## config.mk

```make
export PLATFORM = sky130hd
export DESIGN_NAME = mfpwm_channels
export DESIGN_NICKNAME = d
export VERILOG_FILES = /design/src/rtl/mfpwm_pkg.sv /design/src/rtl/mfpwm_channels.sv
export SDC_FILE = /design/constraint.sdc
export NUM_CORES = 1
export LEC_CHECK = 0
export BUFFER_PORTS_ARGS = -buffer_cell sky130_fd_sc_hd__buf_2
export CORE_MARGIN = 1
export CORE_UTILIZATION = 45
export CTS_CLUSTER_SIZE = 40
export DETAILED_ROUTE_END_ITERATION = 8
export REMOVE_ABC_BUFFERS = 1
export SYNTH_ARGS = -nofsm -noshare
export SYNTH_HDL_FRONTEND = slang
export SYNTH_SLANG_ARGS = --single-unit
```

## constraint.sdc

```tcl
create_clock -name clk -period 4 [get_ports clk]
set_clock_uncertainty 0.1 [all_clocks]
set_input_delay 0.8 -clock clk [delete_from_list [all_inputs] [get_ports clk]]
set_output_delay 0.8 -clock clk [all_outputs]
set_load 0.02 [all_outputs]
```

## src/rtl/mfpwm_pkg.sv

```systemverilog
// ----------------------------------------------------------------------------
// mfpwm_pkg
// Shared widths, codes and types for the multichannel fading PWM core.
// ----------------------------------------------------------------------------
`default_nettype none

package mfpwm_pkg;

  // Number of LED channels and width of the emitted on-mask.
  localparam int CHANNELS = 5;
  localparam int MASK_W   = 5;
  // Channels that can actually appear in the mask.
  localparam int MASK_CH  = (CHANNELS < MASK_W) ? CHANNELS : MASK_W;

  localparam int OP_W    = 2;
  localparam int CH_W    = 3;
  localparam int LVL_W   = 8;
  localparam int CFG_A_W = 2;
  localparam int CFG_D_W = 8;

  typedef enum logic [OP_W-1:0] {
    OP_TICK       = 2'd0,
    OP_SET_GOAL   = 2'd1,
    OP_SET_DIRECT = 2'd2
  } mfpwm_op_t;

  // Configuration register indexes.
  localparam logic [CFG_A_W-1:0] CFG_TOTAL_LEVEL  = 2'd0;
  localparam logic [CFG_A_W-1:0] CFG_FADE_DIVIDER = 2'd1;

  // Register values after reset.
  localparam logic [LVL_W-1:0] TOTAL_LEVEL_RST  = 8'd255;
  localparam logic [LVL_W-1:0] FADE_DIVIDER_RST = 8'd3;

  // Decoded command issued when the input stage hands off its item.
  typedef struct packed {
    logic             tick;
    logic             set_goal;
    logic             set_direct;
    logic [CH_W-1:0]  channel;
    logic [LVL_W-1:0] level;
  } mfpwm_cmd_t;

  // Timebase status for the channel bank.
  typedef struct packed {
    logic [LVL_W-1:0] phase;
    logic             fade_step;
  } mfpwm_time_t;

endpackage

`default_nettype wire

```

## src/rtl/mfpwm_channels.sv

```systemverilog
// ----------------------------------------------------------------------------
// mfpwm_channels
// Per-channel current and goal levels, fade stepping and on-mask compare.
// ----------------------------------------------------------------------------
`default_nettype none

module mfpwm_channels import mfpwm_pkg::*; (
  input  wire logic         clk,
  input  wire logic         rst_n,
  input  mfpwm_cmd_t        cmd,
  input  mfpwm_time_t       tb,
  output logic [MASK_W-1:0] mask
);

  logic [LVL_W-1:0] cur_r  [CHANNELS];
  logic [LVL_W-1:0] goal_r [CHANNELS];

  // A channel is lit while the phase is nonzero and not above its level.
  always_comb begin
    mask = '0;
    for (int c = 0; c < MASK_CH; c++) begin
      mask[c] = (tb.phase != '0) && (tb.phase <= cur_r[c]);
    end
  end

  always_ff @(posedge clk) begin
    if (!rst_n) begin
      for (int c = 0; c < CHANNELS; c++) begin
        cur_r[c]  <= '0;
        goal_r[c] <= '0;
      end
    end else begin
      for (int c = 0; c < CHANNELS; c++) begin
        if ((cmd.set_goal || cmd.set_direct) && (int'(cmd.channel) == c)) begin
          goal_r[c] <= cmd.level;
          if (cmd.set_direct) begin
            cur_r[c] <= cmd.level;
          end
        end else if (tb.fade_step) begin
          if (cur_r[c] < goal_r[c]) begin
            cur_r[c] <= cur_r[c] + 8'd1;
          end else if (cur_r[c] > goal_r[c]) begin
            cur_r[c] <= cur_r[c] - 8'd1;
          end
        end
      end
    end
  end

endmodule

`default_nettype wire

```

Word-level counts from Yosys, hierarchy flattened
Memories as Yosys holds them, arrays and structs flattened. Index checks and enable logic that the tools add are counted.

Equal/unequal tests: 4. Multiplexer cells: 107. Bitwise logic cells: 20. Magnitude comparators: 15. Reductions and logical operators: 13. $add $sub $neg: 10.

Operator list (number): two-way mux 8 bit (20); two-way mux 1 bit (87); adder 8 x 1 -> 8 bit, second input constant (5); > comparator 8 bit (5); less-or-equal comparator 8 bit (5); < comparator 8 bit (5); subtractor 8 x 1 -> 8 bit, second input constant (5); bitwise OR 1 bit (20); logical AND 1 bit (10); == test 3 bit, second input constant (3); nonzero test 8 bit (1); == test 3 x 2 -> 1 bit, second input constant (1); zero test 3 bit (1); logical OR 1 bit (1).

Logic and storage cells: 171. Register bits after elaboration: 0. Input port bits: 25. Memory bits (writable): 80. Memories: 2. Output and inout bits: 5.

Memory list: cur_r (words 5, bits a word 8, read ports 5, clocked after Yosys merged registers in 0, write ports 5, RTL line mfpwm_channels.sv:15) `logic [LVL_W-1:0] cur_r [CHANNELS];`; goal_r (words 5, bits a word 8, read ports 5, clocked after Yosys merged registers in 0, write ports 5, RTL line mfpwm_channels.sv:16) `logic [LVL_W-1:0] goal_r [CHANNELS];`.

Depth between registers and ports, before layout
Depth after elaboration: 8. Depth in mapped cells: 14. Mapped depth without buffers: 14.

Worst setup path before layout
OpenSTA, ideal clock, no wires.

Path kind: input -> register. Start point: input cmd[9] (netlist bit). End point: memory cur_r[4][7] (data pin). Data arrival time: 3386 ps. Slack: 356 ps. Required time: 3742 ps. Stages on the path: 13. Setup time: 158 ps. Path buffers: 1. Cells stage by stage: buf_2 -> or3b_1 -> o21bai_1 -> nor2_1 -> o21ai_0 -> inv_1 -> ha_1 -> inv_1 -> o211ai_1 -> a2111oi_0 -> or3_1 -> or4_1 -> o211ai_1.

RTL lines: start, declared (RTL line mfpwm_channels.sv:10) `input mfpwm_cmd_t cmd,`; end, declared (RTL line mfpwm_channels.sv:15).

==> results.py <==
metrics = {
    "cts": {
        "path_clk_slew_ps": 70,
        "cts-resized-gates": 0,
        "clockBufferDepth": 2,
        "cts_tree": "built",
        "clock-root-buffer": "clkbuf_16",
        "clock-sinks": 80,
        "cts_hold_buffers": 0,
        "postCtsSetupRepairBufs": 0,
        "clk_latency_ps": 360,
        "cts_max_level": 3,
        "cts_buffers": 9,
    },
    "final_layout": {
        "nNetsFinal": 880,
        "layout.area.seq_sq_um": 2400,
        "drive_gt1_share_pct": 10.5,
        "antenna_cells": 0,
        "fillerInstances": 1361,
        "final_common_cell": "ha_1",
        "fin_util_pct": 50.8,
        "stdcell_count": 949,
        "mostFrequentLayoutCells": "ha_1 (94), inv_1 (89), edfxtp_1 (80)",
        "multi_input_area_sq_um": 3880,
        "syn2layout_area_growth_pct": 10.2,
    },
    "routing": {
        "wl_per_cell_microns": 20.8,
        "drc": 0,
        "drt_wl_total_mm": 19.7,
        "via_count": 5859,
        "antenna_left": 0,
        "routed_via_density": 6.17,
        "drtIter0Drc": 464,
        "drt-pass1-iter-count": 5,
    },
    "critical_path": {
        "worstPathRequired_ps": 4100,
        "endpoint_kind": "flop",
        "crit_start": "cur_r[4][1]",
        "r2r_start": "cur_r[4][1]",
        "rrSetupSlack_ps": 460,
        "critPathMaxFanout": 5,
        "cp_slowest_cell": "edfxtp_1",
        "rr_endpoint": "cur_r[4][7]",
        "startpoint_type": "flop",
        "max_stage_delay_ps": 430,
        "critPathKind": "flop to flop",
        "endpoint": "cur_r[4][7]",
        "worst_path_most_repeated_cell": "o211ai_1",
        "r2r_cells": 13,
        "worstPathCellList": "ha_1 -> nor2b_1 -> o211ai_1 -> a21oi_1 -> o21ai_0 -> inv_1 -> ha_1 -> a21oi_1 -> o211ai_1 -> a2111oi_0 -> or3_1 -> or4_1 -> o211ai_1",
        "crit_arrival_ps": 3640,
    },
    "die": {
        "num_rows": 44,
        "chipWidth_microns": 124,
        "start_util_pct": 46.1,
        "fp.dieArea_sq_um": 15400,
        "die_h_microns": 124,
        "io_pins": 30,
        "core-area_sq_um": 14500,
    },
    "power_and_ir_drop": {
        "power.total_uw": 3560,
        "leakage_uw": 0.00320,
        "pwr-share-seq_pct": 37.0,
        "clockPowerShare_pct": 23.0,
        "internal_power_uw": 2130,
        "switching_power_uw": 1420,
        "peakVddDrop_mv": 0.217,
        "comb_power_share_pct": 40.0,
        "swShare_pct": 40.1,
        "powerDensity_nw_per_um2": 481,
    },
    "yosys": {
        "synth_top_flop_cell": "edfxtp_1",
        "yosysSeqAreaShare_pct": 35.8,
        "synth-seq-cells": 80,
        "ys_top_cells_by_area": "edfxtp_1 (36%), ha_1 (18%), inv_1 (5.0%), a21oi_1 (4.2%), nand3_1 (2.8%)",
        "netlist_area_sq_um": 6700,
        "synth.avg_cell_area_sq_um": 9.30,
        "synth_cell_types": 66,
        "yosys.area.top_type_share_pct": 35.8,
        "synth_edf_count": 80,
        "async_reset_ff_share_pct": 0,
        "synth_warnings": 0,
        "yosysTopAreaCell": "edfxtp_1",
        "syn_inst": 721,
    },
    "global_route": {
        "grt-ovfl-total": 0,
        "grt_max_degree": 29,
        "grt_pass1_vias": 5482,
        "grt_usage_pct": 26.9,
        "antenna_found_initial": 1,
        "grt_pass1_wl_mm": 30.0,
    },
    "outcome": {
        "status": "finished clean",
    },
    "timing": {
        "post-route-period-util_pct": 88.4,
        "relSlewSlack_pct": 31.8,
        "setup_slack_ps": 465,
        "finalSetupTns_ps": 0,
        "clock.fmax_ghz": 0.283,
        "period_minus_slack_ps": 3540,
        "tightest_slew_ps": 1020,
        "setup_viol": 0,
        "rsz0062_at_grt": "no",
        "slew_viol_final": 0,
        "hold_viol": 0,
    },
    "placement": {
        "place_congestion": 0.933,
        "pre_cts_slack_ps": 158,
        "dp_hpwl_mm": 14.4,
        "portBuffers": 28,
        "post-place-cells": 933,
    },
    "run": {
        "drv_cap": 0,
    },
    "hold_path": {
        "hp-class": "flop to flop",
    },
}
[synthesized netlist by cell type (4+ instances only)]
cell and instances:
ha_1 94, inv_1 89, edfxtp_1 80, a21oi_1 56, nand2_1 49, nor2_1 47
nand3_1 37, o21ai_0 26, nor3_1 22, xnor2_1 19, a21o_1 13, nand4_1 13
o211ai_1 13, and2_1 11, a31oi_1 10, o22ai_1 8, a221oi_1 7, buf_2 7
o221ai_1 7, or3_1 7, a211o_1 6, o21a_1 6, and3_1 5, nand2b_1 5
a211oi_1 4, mux2i_1 4, nor2b_1 4, nor4_1 4, or2_2 4
[cell type report]
type	instances	area share, %
multi-input cells	536	52.5
flip-flops and latches	80	32.5
inverters	90	4.57
repair buffers	43	3.42
well taps	184	3.12
clock buffers	9	3.05
clock inverters	7	0.830
[per-layer routing]
| metal | vias up | track usage (%) | part of all wire (%) |
|---|---|---|---|
| met5 | - | 0 | 0 |
| met2 | 209 | 44.1 | 47 |
| met1 | 2830 | 35.0 | 43 |
| met4 | 0 | 12.5 | 3.9 |
| li1 | 2774 | - | - |
| met3 | 46 | 3.89 | 5.8 |
[logic make-up (layout without fill, tap and decap cells)]
group           after synthesis  after routing  synth area share (%)
fa+ha+maj                    95             95                  17.8
simple gates                222            222                  16.7
flops                        80             80                  35.8
xor+xnor                     21             21                  2.74
compound gates              193            193                  19.8
buf+inv                     105            149                  6.37
mux                           5              5                 0.765
[power by group through the flow]
stage                     Combinational [uW]  Sequential [uW]  Clock [uW]
after floorplan                         1050             1250           0
after global placement                  1330             1320           0
after detailed placement                1410             1330           0
after CTS                               1420             1310         835
after global routing                    1610             1340         865
final                                   1420             1310         819
[how the worst min path moves through the flow]
stage                           start     endpoint  slack (ps)  depth (start not counted)
after floorplan           cur_r[4][0]  cur_r[4][0]         520                          1
after global placement    cur_r[4][0]  cur_r[4][0]         570                          1
after detailed placement  cur_r[4][0]  cur_r[4][0]         590                          1
after CTS                 cur_r[4][0]  cur_r[4][0]         590                          1
after global routing      cur_r[4][0]  cur_r[4][0]         650                          1
final                     cur_r[4][0]  cur_r[4][0]         600                          1
[worst max-delay path: cells and delay by family, from the launching register on]
family,cells,cell delay (ps)
buffers and inverters,1,150
adder cells (fa/ha/maj),2,600
AO/OA/AOI/OAI,7,1180
AND/OR/NAND/NOR,3,930
flip-flops,1,430
[flip-flops by register name (all words and copies together) (netlist names)]
register	cells
cur_r	40
goal_r	40
[per-stage QoR]
| stage | hold WS (ps) | area [sq um] |
|---|---|---|
| after global placement | 568 | 7100 |
| after detailed placement | 585 | 7100 |
| final | 601 | 7390 |
| after CTS | 594 | 7390 |
| after floorplan | 520 | 6610 |
| after global routing | 646 | 7390 |
Power figures use the tool's default switching activity.
